[config.mk]
export PLATFORM = sky130hd
export DESIGN_NAME = char_to_hid_keystroke_sequence_unit
export DESIGN_NICKNAME = d
export VERILOG_FILES = /design/src/rtl/c2hks_pkg.sv /design/src/rtl/c2hks_digit_unit.sv /design/src/rtl/char_to_hid_keystroke_sequence_unit.sv
export SDC_FILE = /design/constraint.sdc
export NUM_CORES = 1
export LEC_CHECK = 0
export ABC_AREA = 1
export BUFFER_PORTS_ARGS = -buffer_cell sky130_fd_sc_hd__clkbuf_2
export CORE_ASPECT_RATIO = 0.8
export CORE_UTILIZATION = 54
export DETAILED_ROUTE_END_ITERATION = 16
export GPL_ROUTABILITY_DRIVEN = 0
export GPL_TIMING_DRIVEN = 1
export PLACE_DENSITY = 0.82
export SYNTH_ARGS = -nofsm -noshare
export SYNTH_HDL_FRONTEND = slang
export SYNTH_SLANG_ARGS = --single-unit
[constraint.sdc]
create_clock -name clk -period 2.58 [get_ports clk]
set_input_delay 0.387 -clock clk [delete_from_list [all_inputs] [get_ports clk]]
set_output_delay 0.387 -clock clk [all_outputs]
set_load 0.02 [all_outputs]
[src/rtl/c2hks_pkg.sv]
package c2hks_pkg;

	localparam int CharW   = 16;
	localparam int ModW    = 8;
	localparam int KeyW    = 7;
	localparam int DigitW  = 4;
	localparam int RptW    = 4;
	localparam int WeightW = 17;

	// modifier byte codes
	localparam logic [ModW-1:0] MOD_NONE   = 8'h00;
	localparam logic [ModW-1:0] MOD_RSHIFT = 8'h20;
	localparam logic [ModW-1:0] MOD_RALT   = 8'h40;

	// keypad keycodes
	localparam logic [KeyW-1:0] KP_ZERO_CODE  = 7'd98;
	localparam logic [KeyW-1:0] KP_DIGIT_BASE = 7'd88;
	localparam logic [KeyW-1:0] KEY_NONE      = 7'd0;

	// report positions inside an alt-code run
	localparam logic [RptW-1:0] RPT_FIRST     = 4'd0;
	localparam logic [RptW-1:0] RPT_PLAIN_END = 4'd1;
	localparam logic [RptW-1:0] RPT_LAST_PRESS = 4'd9;
	localparam logic [RptW-1:0] RPT_ALT_END   = 4'd11;
	localparam logic [RptW-1:0] RPT_SPLIT_MAX = 4'd6;

	typedef enum logic [1:0] {
		ST_IDLE,
		ST_SPLIT,
		ST_EMIT
	} state_t;

	// decimal place select: 0 = ten thousands .. 3 = tens
	typedef logic [1:0] place_t;

	typedef struct packed {
		logic             load;
		logic [CharW-1:0] value;
		logic             start;
		place_t           place;
	} split_ctrl_t;

	typedef struct packed {
		logic              busy;
		logic [DigitW-1:0] digit;
		logic [DigitW-1:0] rem_lo;
	} split_stat_t;

	function automatic logic [13:0] place_weight(input place_t p);
		logic [13:0] w;
		case (p)
			2'd0:    w = 14'd10000;
			2'd1:    w = 14'd1000;
			2'd2:    w = 14'd100;
			default: w = 14'd10;
		endcase
		return w;
	endfunction

	function automatic logic [KeyW-1:0] keypad_code(input logic [DigitW-1:0] d);
		logic [KeyW-1:0] k;
		if (d == '0) begin
			k = KP_ZERO_CODE;
		end else begin
			k = KP_DIGIT_BASE + {3'b000, d};
		end
		return k;
	endfunction

endpackage

[src/rtl/c2hks_digit_unit.sv]
module c2hks_digit_unit (
	input  logic                  clk,
	input  logic                  arst_n,
	input  c2hks_pkg::split_ctrl_t ctrl,
	output c2hks_pkg::split_stat_t stat
);
	import c2hks_pkg::*;

	logic [CharW-1:0]   rem_q;
	logic [WeightW-1:0] weight_q;
	logic [DigitW-1:0]  digit_q;
	logic [1:0]         step_q;
	logic               busy_q;

	logic               ge;
	logic [WeightW-1:0] diff;

	// shared compare and subtract
	assign diff = {1'b0, rem_q} - weight_q;
	assign ge   = ({1'b0, rem_q} >= weight_q);

	// control: four binary-weighted steps per digit
	always_ff @(posedge clk or negedge arst_n) begin
		if (!arst_n) begin
			busy_q <= 1'b0;
			step_q <= '0;
		end else if (ctrl.start) begin
			busy_q <= 1'b1;
			step_q <= '0;
		end else if (busy_q) begin
			step_q <= step_q + 2'd1;
			if (step_q == 2'd3) begin
				busy_q <= 1'b0;
			end
		end
	end

	// datapath: remainder, trial weight, digit bits msb first
	always_ff @(posedge clk) begin
		if (ctrl.load) begin
			rem_q <= ctrl.value;
		end else if (busy_q && ge) begin
			rem_q <= diff[CharW-1:0];
		end
		if (ctrl.start) begin
			weight_q <= {place_weight(ctrl.place), 3'b000};
			digit_q  <= '0;
		end else if (busy_q) begin
			weight_q <= weight_q >> 1;
			digit_q  <= {digit_q[DigitW-2:0], ge};
		end
	end

	assign stat.busy   = busy_q;
	assign stat.digit  = digit_q;
	assign stat.rem_lo = rem_q[DigitW-1:0];

endmodule

[src/rtl/char_to_hid_keystroke_sequence_unit.sv]
// channel   dir   tdata                             tuser   tlast
// s_axis    in    [15:0] char_code                  -       -
// m_axis    out   [7:0] modifier_byte, [14:8] key   -       last_report
//
// a zero word is accepted and gives no report.
// a plain key gives two reports, a press and then a release.
// an alt-code word gives twelve reports; each of its first four digits takes four compare/subtract
// steps in the digit unit before the sequencer goes back to emit.
// s_axis_tready is high only between characters; m_axis stalls hold the sequencer.
// arst_n clears the sequencer and the output valid.
module char_to_hid_keystroke_sequence_unit (
	input  logic        clk,
	input  logic        arst_n,
	input  logic        s_axis_tvalid,
	output logic        s_axis_tready,
	input  logic [15:0] s_axis_tdata,  // [15:0] char_code
	output logic        m_axis_tvalid,
	input  logic        m_axis_tready,
	output logic [15:0] m_axis_tdata,  // [7:0] modifier_byte, [14:8] key_code, [15] zero
	output logic        m_axis_tlast   // last_report
);
	import c2hks_pkg::*;

	state_t          state_q, state_d;
	logic [RptW-1:0] rpt_q, rpt_d;
	logic            plain_q, plain_d;
	logic [7:0]      lo_q;

	logic            out_valid_q;
	logic [ModW-1:0] out_mod_q;
	logic [KeyW-1:0] out_key_q;
	logic            out_last_q;

	logic            slot_free;
	logic            emit;
	logic            accept;
	logic [ModW-1:0] rpt_mod;
	logic [KeyW-1:0] rpt_key;
	logic            rpt_last;
	logic [DigitW-1:0] press_digit;

	split_ctrl_t split_ctrl;
	split_stat_t split_stat;

	c2hks_digit_unit u_digit (
		.clk    (clk),
		.arst_n (arst_n),
		.ctrl   (split_ctrl),
		.stat   (split_stat)
	);

	assign slot_free     = !out_valid_q || m_axis_tready;
	assign s_axis_tready = (state_q == ST_IDLE);
	assign accept        = s_axis_tvalid && s_axis_tready;

	// report contents for the current position
	always_comb begin
		press_digit = (rpt_q == RPT_LAST_PRESS) ? split_stat.rem_lo : split_stat.digit;
		rpt_mod  = MOD_NONE;
		rpt_key  = KEY_NONE;
		rpt_last = 1'b0;
		if (plain_q) begin
			if (rpt_q == RPT_FIRST) begin
				rpt_mod = lo_q[7] ? MOD_RSHIFT : MOD_NONE;
				rpt_key = lo_q[KeyW-1:0];
			end else begin
				rpt_last = 1'b1;
			end
		end else if (rpt_q == RPT_ALT_END) begin
			rpt_last = 1'b1;
		end else begin
			rpt_mod = MOD_RALT;
			if (rpt_q[0]) begin
				rpt_key = keypad_code(press_digit);
			end
		end
	end

	// sequencer next state
	always_comb begin
		state_d          = state_q;
		rpt_d            = rpt_q;
		plain_d          = plain_q;
		emit             = 1'b0;
		split_ctrl.load  = 1'b0;
		split_ctrl.value = s_axis_tdata;
		split_ctrl.start = 1'b0;
		split_ctrl.place = rpt_q[2:1];
		case (state_q)
			ST_IDLE: begin
				if (accept && (s_axis_tdata != '0)) begin
					split_ctrl.load = 1'b1;
					plain_d         = (s_axis_tdata[15:8] == 8'h00);
					rpt_d           = RPT_FIRST;
					state_d         = ST_EMIT;
				end
			end
			ST_SPLIT: begin
				if (!split_stat.busy) begin
					state_d = ST_EMIT;
				end
			end
			ST_EMIT: begin
				if (slot_free) begin
					emit  = 1'b1;
					rpt_d = rpt_q + 4'd1;
					if ((plain_q && rpt_q == RPT_PLAIN_END) ||
					    (!plain_q && rpt_q == RPT_ALT_END)) begin
						state_d = ST_IDLE;
					end else if (!plain_q && !rpt_q[0] && rpt_q <= RPT_SPLIT_MAX) begin
						// next report is a digit press for the first four places
						split_ctrl.start = 1'b1;
						state_d          = ST_SPLIT;
					end
				end
			end
			default: begin
				state_d = ST_IDLE;
			end
		endcase
	end

	// sequencer registers
	always_ff @(posedge clk or negedge arst_n) begin
		if (!arst_n) begin
			state_q <= ST_IDLE;
			rpt_q   <= '0;
			plain_q <= 1'b0;
		end else begin
			state_q <= state_d;
			rpt_q   <= rpt_d;
			plain_q <= plain_d;
		end
	end

	always_ff @(posedge clk) begin
		if (accept) begin
			lo_q <= s_axis_tdata[7:0];
		end
	end

	// output register
	always_ff @(posedge clk or negedge arst_n) begin
		if (!arst_n) begin
			out_valid_q <= 1'b0;
		end else if (emit) begin
			out_valid_q <= 1'b1;
		end else if (m_axis_tready) begin
			out_valid_q <= 1'b0;
		end
	end

	always_ff @(posedge clk) begin
		if (emit) begin
			out_mod_q  <= rpt_mod;
			out_key_q  <= rpt_key;
			out_last_q <= rpt_last;
		end
	end

	assign m_axis_tvalid = out_valid_q;
	assign m_axis_tdata  = {1'b0, out_key_q, out_mod_q};
	assign m_axis_tlast  = out_last_q;

endmodule

# ---- Word-level counts from Yosys, hierarchy flattened
# Cells that the tools add are included.
dict set report op_classes {
  addsub 4
  mux 42
  n_reduce_logical 25
  eq_ne 12
  order_cmp 2
}
# cell count
set ops {}
lappend ops {{$mux W7} 7}
lappend ops {{$pmux W14 S3} 1}
lappend ops {{$mux W17} 2}
lappend ops {{$mux W16} 2}
lappend ops {{$ge A16 B17 Y1} 1}
lappend ops {{$mux W1} 16}
lappend ops {{$reduce_bool A16 Y1} 1}
lappend ops {{$sub A16 B16 Y16} 1}
lappend ops {{$mux W2} 7}
lappend ops {{$mux W4} 3}
lappend ops {{$mux W6} 2}
lappend ops {{$eq A4 B4 Y1 const B} 2}
lappend ops {{$logic_not A4 Y1} 2}
lappend ops {{$logic_not A8 Y1} 1}
lappend ops {{$pmux W4 S2} 1}
lappend ops {{$reduce_bool A2 Y1} 4}
lappend ops {{$add A7 B4 Y7 const A} 1}
lappend ops {{$logic_and A1 B1 Y1} 7}
lappend ops {{$eq A2 B2 Y1 const B} 3}
lappend ops {{$pmux W2 S3} 1}
lappend ops {{$add A4 B1 Y4 const B} 1}
lappend ops {{$eq A2 B1 Y1 const B} 2}
lappend ops {{$eq A4 B1 Y1 const B} 1}
lappend ops {{$le A4 B3 Y1 const B} 1}
lappend ops {{other kinds (10)} 15}
dict set report totals {
  elab_cells 99
  in_bits 20
  regBits 72
  output_inout_bits 19
}

# ---- Logic depth before layout (Yosys ltp)
dict set report depth {
  ltp_word 8
  ltp_mapped 12
  mapped_depth_nobuf 12
}

# ---- Hierarchy
# A second synthesis with hierarchy kept.
dict set report hier_totals {
  cells_unflattened 524
  hier_area_um2 4156.5
}
# mod cells_per_inst seq_area_each_um2 instances area_each_um2
set by_module_without_submodules {}
lappend by_module_without_submodules {c2hks_digit_unit 367 1116.1 1 2773.9}
lappend by_module_without_submodules {char_to_hid_keystroke_sequence_unit 157 740.7 1 1382.6}

# ---- Worst setup path after synthesis
# OpenSTA, ideal clock, no wires.
dict set report synth_timing {
  path_kind {register to register}
  start {register state_q[0]}
  end {register u_digit.rem_q[0] (enable)}
  stages_incl_launch_ff 5
  arrival_ps 2035
  synth_period_minus_slack_ps 2407
  path_buffers 1
  required_time_ps 2208
  setup_slack_ps 173
  setup_ps 372
  path_cell_list {dfrtp_1 -> nor3b_1 -> nand2_2 -> buf_2 -> nand2_1}
}
dict set report synth_via {
  elab_chain_cells 6
}
# item line
set synth_lines {}
lappend synth_lines {{start: declaration} char_to_hid_keystroke_sequence_unit.sv:24} ;# state_t state_q, state_d;
lappend synth_lines {{start signal: assignment} char_to_hid_keystroke_sequence_unit.sv:130} ;# state_q <= state_d;
lappend synth_lines {{$logic_not A2 Y1} char_to_hid_keystroke_sequence_unit.sv:53} ;# assign s_axis_tready = (state_q == ST_IDLE);
lappend synth_lines {{$logic_and A1 B1 Y1} char_to_hid_keystroke_sequence_unit.sv:54} ;# assign accept = s_axis_tvalid && s_axis_tready;
lappend synth_lines {{via accept} char_to_hid_keystroke_sequence_unit.sv:36} ;# logic accept;
lappend synth_lines {{$logic_and A1 B1 Y1} char_to_hid_keystroke_sequence_unit.sv:91} ;# if (accept && (s_axis_tdata != '0)) begin
lappend synth_lines {{$mux W1} char_to_hid_keystroke_sequence_unit.sv:91}
lappend synth_lines {{$mux W1} char_to_hid_keystroke_sequence_unit.sv:89} ;# case (state_q)
lappend synth_lines {{$reduce_bool A2 Y1 (no line)} -}
lappend synth_lines {{end signal: assignment} c2hks_digit_unit.sv:41} ;# rem_q <= ctrl.value;
lappend synth_lines {{end signal: assignment} c2hks_digit_unit.sv:43} ;# rem_q <= diff[CharW-1:0];
lappend synth_lines {{end: declaration} c2hks_digit_unit.sv:9} ;# logic [CharW-1:0] rem_q;
# The timed path passes the listed nets, and every way through them passes these cells.
# A chain may end at the register's enable or synchronous reset.

# ---- Final worst setup path
dict set report layout_timing {
  start {register u_digit.weight_q[5]}
  end {register u_digit.rem_q[11] (enable)}
}
dict set report layout_via {
  elab_chain_cells 3
}
# item line
set layout_lines {}
lappend layout_lines {{start: declaration} c2hks_digit_unit.sv:10} ;# logic [WeightW-1:0] weight_q;
lappend layout_lines {{start signal: assignment} c2hks_digit_unit.sv:46} ;# weight_q <= {place_weight(ctrl.place), 3'b000};
lappend layout_lines {{start signal: assignment} c2hks_digit_unit.sv:49} ;# weight_q <= weight_q >> 1;
lappend layout_lines {{$ge A16 B17 Y1} c2hks_digit_unit.sv:20} ;# assign ge = ({1'b0, rem_q} >= weight_q);
lappend layout_lines {{$logic_and A1 B1 Y1} c2hks_digit_unit.sv:42} ;# end else if (busy_q && ge) begin
lappend layout_lines {{$reduce_bool A2 Y1 (no line)} -}
# No other way between the ends.

==> impl_metrics.xml <==
<?xml version="1.0" encoding="UTF-8"?>
<metrics>
  <group name="logic_synthesis">
    <metric name="number_of_synthesized_flops_with_an_enable_pin" unit="">48</metric>
    <metric name="ys.warnings.count" unit="">0</metric>
    <metric name="flip_flop_cell_with_the_highest_count_after_synthesis" unit="">sky130_fd_sc_hd__edfxtp_1</metric>
    <metric name="seq_area_frac_synth" unit="%">46.26</metric>
    <metric name="main_area_contributors_after_synthesis" unit="">sky130_fd_sc_hd__edfxtp_1 36%, sky130_fd_sc_hd__nand2_1 14%, sky130_fd_sc_hd__ha_1 8.1%, sky130_fd_sc_hd__inv_1 7.2%, sky130_fd_sc_hd__dfrtp_1 6.9%</metric>
    <metric name="syn_inst" unit="">499</metric>
    <metric name="synth_area" unit="mm2">0.004014</metric>
    <metric name="synth_top_cell_by_area" unit="">sky130_fd_sc_hd__edfxtp_1</metric>
    <metric name="synth-seq-cells" unit="">66</metric>
    <metric name="synth_cell_type_count" unit="">34</metric>
    <metric name="per_instance_average_area_after_synthesis" unit="um2">8.044</metric>
    <metric name="ys_async_sr_fraction" unit="%">16.67</metric>
    <metric name="post-synth-top-area-fraction" unit="%">35.91</metric>
  </group>
  <group name="min_path">
    <metric name="min_path_type" unit="">input pin to flip-flop</metric>
  </group>
  <group name="floorplanning">
    <metric name="die_y" unit="um">79.12</metric>
    <metric name="die_area" unit="mm2">0.007784</metric>
    <metric name="rows" unit="">27</metric>
    <metric name="floorplan.die.width" unit="um">98.39</metric>
    <metric name="floorplan.initialDensity" unit="%">57.12</metric>
    <metric name="num_io_pins" unit="">39</metric>
    <metric name="floorplan.core_area" unit="mm2">0.007027</metric>
  </group>
  <group name="timing">
    <metric name="maxClockFrequency" unit="MHz">428.1</metric>
    <metric name="final.min_clock_period" unit="ps">2336</metric>
    <metric name="fin_skew" unit="ps">9.795</metric>
    <metric name="setup_viol" unit="">0</metric>
    <metric name="unrepaired_setup_endpoints_after_global_routing" unit="">false</metric>
    <metric name="setup_total_negative_slack" unit="ps">0</metric>
    <metric name="finalCritPeriodShare" unit="%">90.54</metric>
    <metric name="final_hold_viol_count" unit="">0</metric>
    <metric name="maxSlewViolCount" unit="">0</metric>
  </group>
  <group name="final_layout">
    <metric name="layout-area-overhead-vs-synth" unit="%">11.44</metric>
    <metric name="antenna_cells_inserted" unit="">0</metric>
    <metric name="fillCellCount" unit="">596</metric>
    <metric name="seq_area" unit="mm2">0.001857</metric>
    <metric name="post_route_cells_drive_above_1_share" unit="%">11.54</metric>
    <metric name="multi_input_comb_area" unit="mm2">0.001773</metric>
    <metric name="num-nets-final" unit="">588</metric>
  </group>
  <group name="outcome">
    <metric name="run_status" unit="">completed</metric>
  </group>
  <group name="cts">
    <metric name="worst_setup_hold_path_clk_slew" unit="ps">80</metric>
    <metric name="postCtsSetupRepairBufs" unit="">0</metric>
    <metric name="cts_made_buffers" unit="">9</metric>
    <metric name="cts_max_path_buffers" unit="">2</metric>
    <metric name="post_cts_resized" unit="">0</metric>
    <metric name="cts.sink_count" unit="">66</metric>
    <metric name="htree_num_levels" unit="">3</metric>
    <metric name="cts_tree" unit="">yes</metric>
    <metric name="cts_root_buf" unit="">sky130_fd_sc_hd__clkbuf_8</metric>
    <metric name="insertion_delay" unit="ps">350</metric>
  </group>
  <group name="global_routing">
    <metric name="globalRouteOverflowTotal" unit="">0</metric>
    <metric name="antenna_found_initial" unit="">0</metric>
    <metric name="wire_length_of_the_first_global_routing_pass" unit="um">15100</metric>
    <metric name="grt_pass1_vias" unit="">3190</metric>
    <metric name="groute.usage.overall" unit="%">25.64</metric>
    <metric name="grt_start_max_net_pins" unit="">22</metric>
  </group>
  <group name="routing">
    <metric name="dr.max_layer_used" unit="">met4</metric>
    <metric name="vias_per_cell" unit="">5.308</metric>
    <metric name="routedLengthMet1" unit="um">4036</metric>
    <metric name="drt_drc_violations_left" unit="">0</metric>
    <metric name="wl_met2" unit="um">3927</metric>
    <metric name="routed_wire_length_per_instance" unit="um">14.41</metric>
    <metric name="detailedRoute.firstIterationViolations" unit="">261</metric>
    <metric name="routed_wl" unit="um">9120</metric>
    <metric name="via_count" unit="">3360</metric>
    <metric name="drtAntennaViolNets" unit="">0</metric>
    <metric name="detailroute.wirelength.met3" unit="um">973</metric>
    <metric name="drt_pre_antenna_iters" unit="">7</metric>
  </group>
  <group name="setup_path">
    <metric name="crit_arrival" unit="ps">2390</metric>
    <metric name="worst-path-max-fanout" unit="">10</metric>
    <metric name="timing.critical_path.to_type" unit="">flip-flop</metric>
    <metric name="worst_ep_required_time" unit="ps">2630</metric>
    <metric name="critPathLaunchType" unit="">flip-flop</metric>
    <metric name="setup.worst_path.class" unit="">flip-flop to flip-flop</metric>
  </group>
  <group name="place">
    <metric name="hpwlAfterDp" unit="um">6933</metric>
    <metric name="buffer_ports.inserted" unit="">31</metric>
  </group>
  <group name="run">
    <metric name="max_cap_viol_count" unit="">0</metric>
  </group>
</metrics>
-- cell usage after synthesis (2+ instances only) --
| master | number |
|---|---|
| sky130_fd_sc_hd__nand2_2 | 2 |
| sky130_fd_sc_hd__ha_1 | 26 |
| sky130_fd_sc_hd__nor3_1 | 2 |
| sky130_fd_sc_hd__nand4_1 | 3 |
| sky130_fd_sc_hd__and2_1 | 3 |
| sky130_fd_sc_hd__dfrtp_1 | 11 |
| sky130_fd_sc_hd__dfxtp_1 | 7 |
| sky130_fd_sc_hd__o21ai_1 | 3 |
| sky130_fd_sc_hd__a22o_1 | 2 |
| sky130_fd_sc_hd__edfxtp_1 | 48 |
| sky130_fd_sc_hd__buf_2 | 2 |
| sky130_fd_sc_hd__o22ai_1 | 9 |
| sky130_fd_sc_hd__inv_2 | 5 |
| sky130_fd_sc_hd__or2_2 | 2 |
| sky130_fd_sc_hd__nor2_4 | 2 |
| sky130_fd_sc_hd__xnor2_1 | 3 |
| sky130_fd_sc_hd__xor2_1 | 4 |
| sky130_fd_sc_hd__a21oi_1 | 9 |
| sky130_fd_sc_hd__o21ai_0 | 31 |
| sky130_fd_sc_hd__buf_6 | 2 |
| sky130_fd_sc_hd__nand3b_1 | 2 |
| sky130_fd_sc_hd__nor2_1 | 49 |
| sky130_fd_sc_hd__inv_1 | 77 |
| sky130_fd_sc_hd__buf_4 | 8 |
| sky130_fd_sc_hd__nand2_1 | 151 |
| sky130_fd_sc_hd__nand3_1 | 28 |
-- per-stage QoR --
stage	cell area (um2)	utilization, %	hold slack [ps]	instances	setup slack [ps]
2_1_floorplan	4036	-	91.41	505	172.9
3_3_place_gp	4245	60.42	279.7	616	366.9
3_5_place_dp	4245	60.42	283.6	616	328.6
4_1_cts	4473	63.66	217.7	633	305.5
5_1_grt	4473	63.66	219.8	633	130.6
6_report	4473	63.66	228.9	633	244.0
-- worst max-delay path, cell delays in order (launching register included) --
cell	delay [ps]
sky130_fd_sc_hd__edfxtp_1	330
sky130_fd_sc_hd__inv_1	70
sky130_fd_sc_hd__ha_1	370
sky130_fd_sc_hd__nand2_1	130
sky130_fd_sc_hd__nor2_1	220
sky130_fd_sc_hd__nand3_1	110
sky130_fd_sc_hd__nand3_1	200
sky130_fd_sc_hd__nand3_1	100
sky130_fd_sc_hd__nand2_1	150
sky130_fd_sc_hd__nand2_1	70
sky130_fd_sc_hd__nand2_1	80
sky130_fd_sc_hd__buf_4	210
-- cell families after synthesis --
group,after synthesis,share of synthesized area (%)
AND/OR/NAND/NOR,246,25.62
buffers and inverters,95,10.13
flip-flops,66,46.26
AO/OA/AOI/OAI,57,7.762
adder cells (fa/ha/maj),27,8.603
XOR/XNOR,7,1.527
other,1,0.09343
-- cell usage in the layout (no fill, tap or decap) --
cell                            netlist  layout
sky130_fd_sc_hd__nand3_1             28      28
sky130_fd_sc_hd__clkbuf_8             0       9
sky130_fd_sc_hd__o21ai_1              3       3
sky130_fd_sc_hd__o211ai_1             1       1
sky130_fd_sc_hd__nor2_4               2       2
sky130_fd_sc_hd__a21oi_1              9       9
sky130_fd_sc_hd__clkbuf_1             0       1
sky130_fd_sc_hd__inv_1               77      77
sky130_fd_sc_hd__clkinv_1             0       1
sky130_fd_sc_hd__buf_4                8       5
sky130_fd_sc_hd__dfrtp_1             11      11
sky130_fd_sc_hd__fa_1                 1       1
sky130_fd_sc_hd__bufinv_16            0       2
sky130_fd_sc_hd__xor2_1               4       4
sky130_fd_sc_hd__inv_2                5       5
sky130_fd_sc_hd__clkbuf_2             0      31
sky130_fd_sc_hd__ha_1                26      26
sky130_fd_sc_hd__inv_6                0       1
sky130_fd_sc_hd__nand3b_1             2       2
sky130_fd_sc_hd__a31oi_1              1       1
sky130_fd_sc_hd__and2_1               3       3
sky130_fd_sc_hd__o21ai_0             31      31
sky130_fd_sc_hd__clkinv_4             0       2
sky130_fd_sc_hd__nand2_8              1       1
sky130_fd_sc_hd__a22o_1               2       2
sky130_fd_sc_hd__nor3_1               2       2
sky130_fd_sc_hd__inv_4                1       1
sky130_fd_sc_hd__edfxtp_1            48      48
sky130_fd_sc_hd__nor2_1              49      49
sky130_fd_sc_hd__dlygate4sd3_1        0       1
sky130_fd_sc_hd__xnor2_1              3       3
sky130_fd_sc_hd__nand4_1              3       3
sky130_fd_sc_hd__dfxtp_1              7       7
sky130_fd_sc_hd__o2bb2ai_1            1       1
sky130_fd_sc_hd__nor3b_1              1       1
sky130_fd_sc_hd__conb_1               1       7
sky130_fd_sc_hd__nand2_1            151     151
sky130_fd_sc_hd__nand2_2              2       2
sky130_fd_sc_hd__or2_2                2       2
sky130_fd_sc_hd__o22ai_1              9       9
-- flip-flops by register name, indices dropped and copies added, names as in the netlist --
register	flops
out_mod_q	2
u_digit.step_q	2
rpt_q	4
u_digit.busy_q	1
u_digit.digit_q	4
u_digit.rem_q	16
m_axis_tlast	1
m_axis_tvalid	1
state_q	2
out_key_q	7
plain_q	1
u_digit.weight_q	17
lo_q	8
-- repair_timing --
item / in CTS / in global routing
hold buffers: 1 / 0
endpoints found under the hold margin: 11 / 0
endpoints found under the setup margin: 0 / 0
-- layout make-up --
| class | instances | area share [%] |
|---|---|---|
| Clock inverter | 6 | 2.014 |
| Inverter | 83 | 7.021 |
| Multi-Input combinational cell | 344 | 39.64 |
| Sequential cell | 66 | 41.51 |
| Clock buffer | 10 | 2.853 |
| Tap cell | 87 | 2.434 |
| Timing Repair Buffer | 37 | 4.531 |
-- per-layer routing --
layer	global-route usage, %	vias up
li1	-	1675
met1	34.02	1511
met2	40.00	152
met3	7.835	22
met4	8.955	0
met5	0	-
-- final timing paths --
kind	to	cells after the start	slack (ps)	startpoint
worst min-delay path	lo_q[5]$_DFFE_PP_	1	230	s_axis_tdata[5]
worst max register to register	u_digit.rem_q[11]$_DFFE_PP_	11	240	u_digit.weight_q[5]$_DFFE_PP_
max in group asynchronous	u_digit.step_q[0]$_DFFE_PN0P_	2	1910	arst_n
worst max-delay path	u_digit.rem_q[11]$_DFFE_PP_	11	240	u_digit.weight_q[5]$_DFFE_PP_
min in group asynchronous	m_axis_tvalid$_DFFE_PN0P_	2	450	arst_n
worst min register to register	u_digit.weight_q[0]$_SDFFE_PP0P_	2	490	u_digit.weight_q[0]$_SDFFE_PP0P_
Power is left out: the tool's default activity adds up to more than one toggle a clock period on the data nets, which glitch-free logic cannot reach.
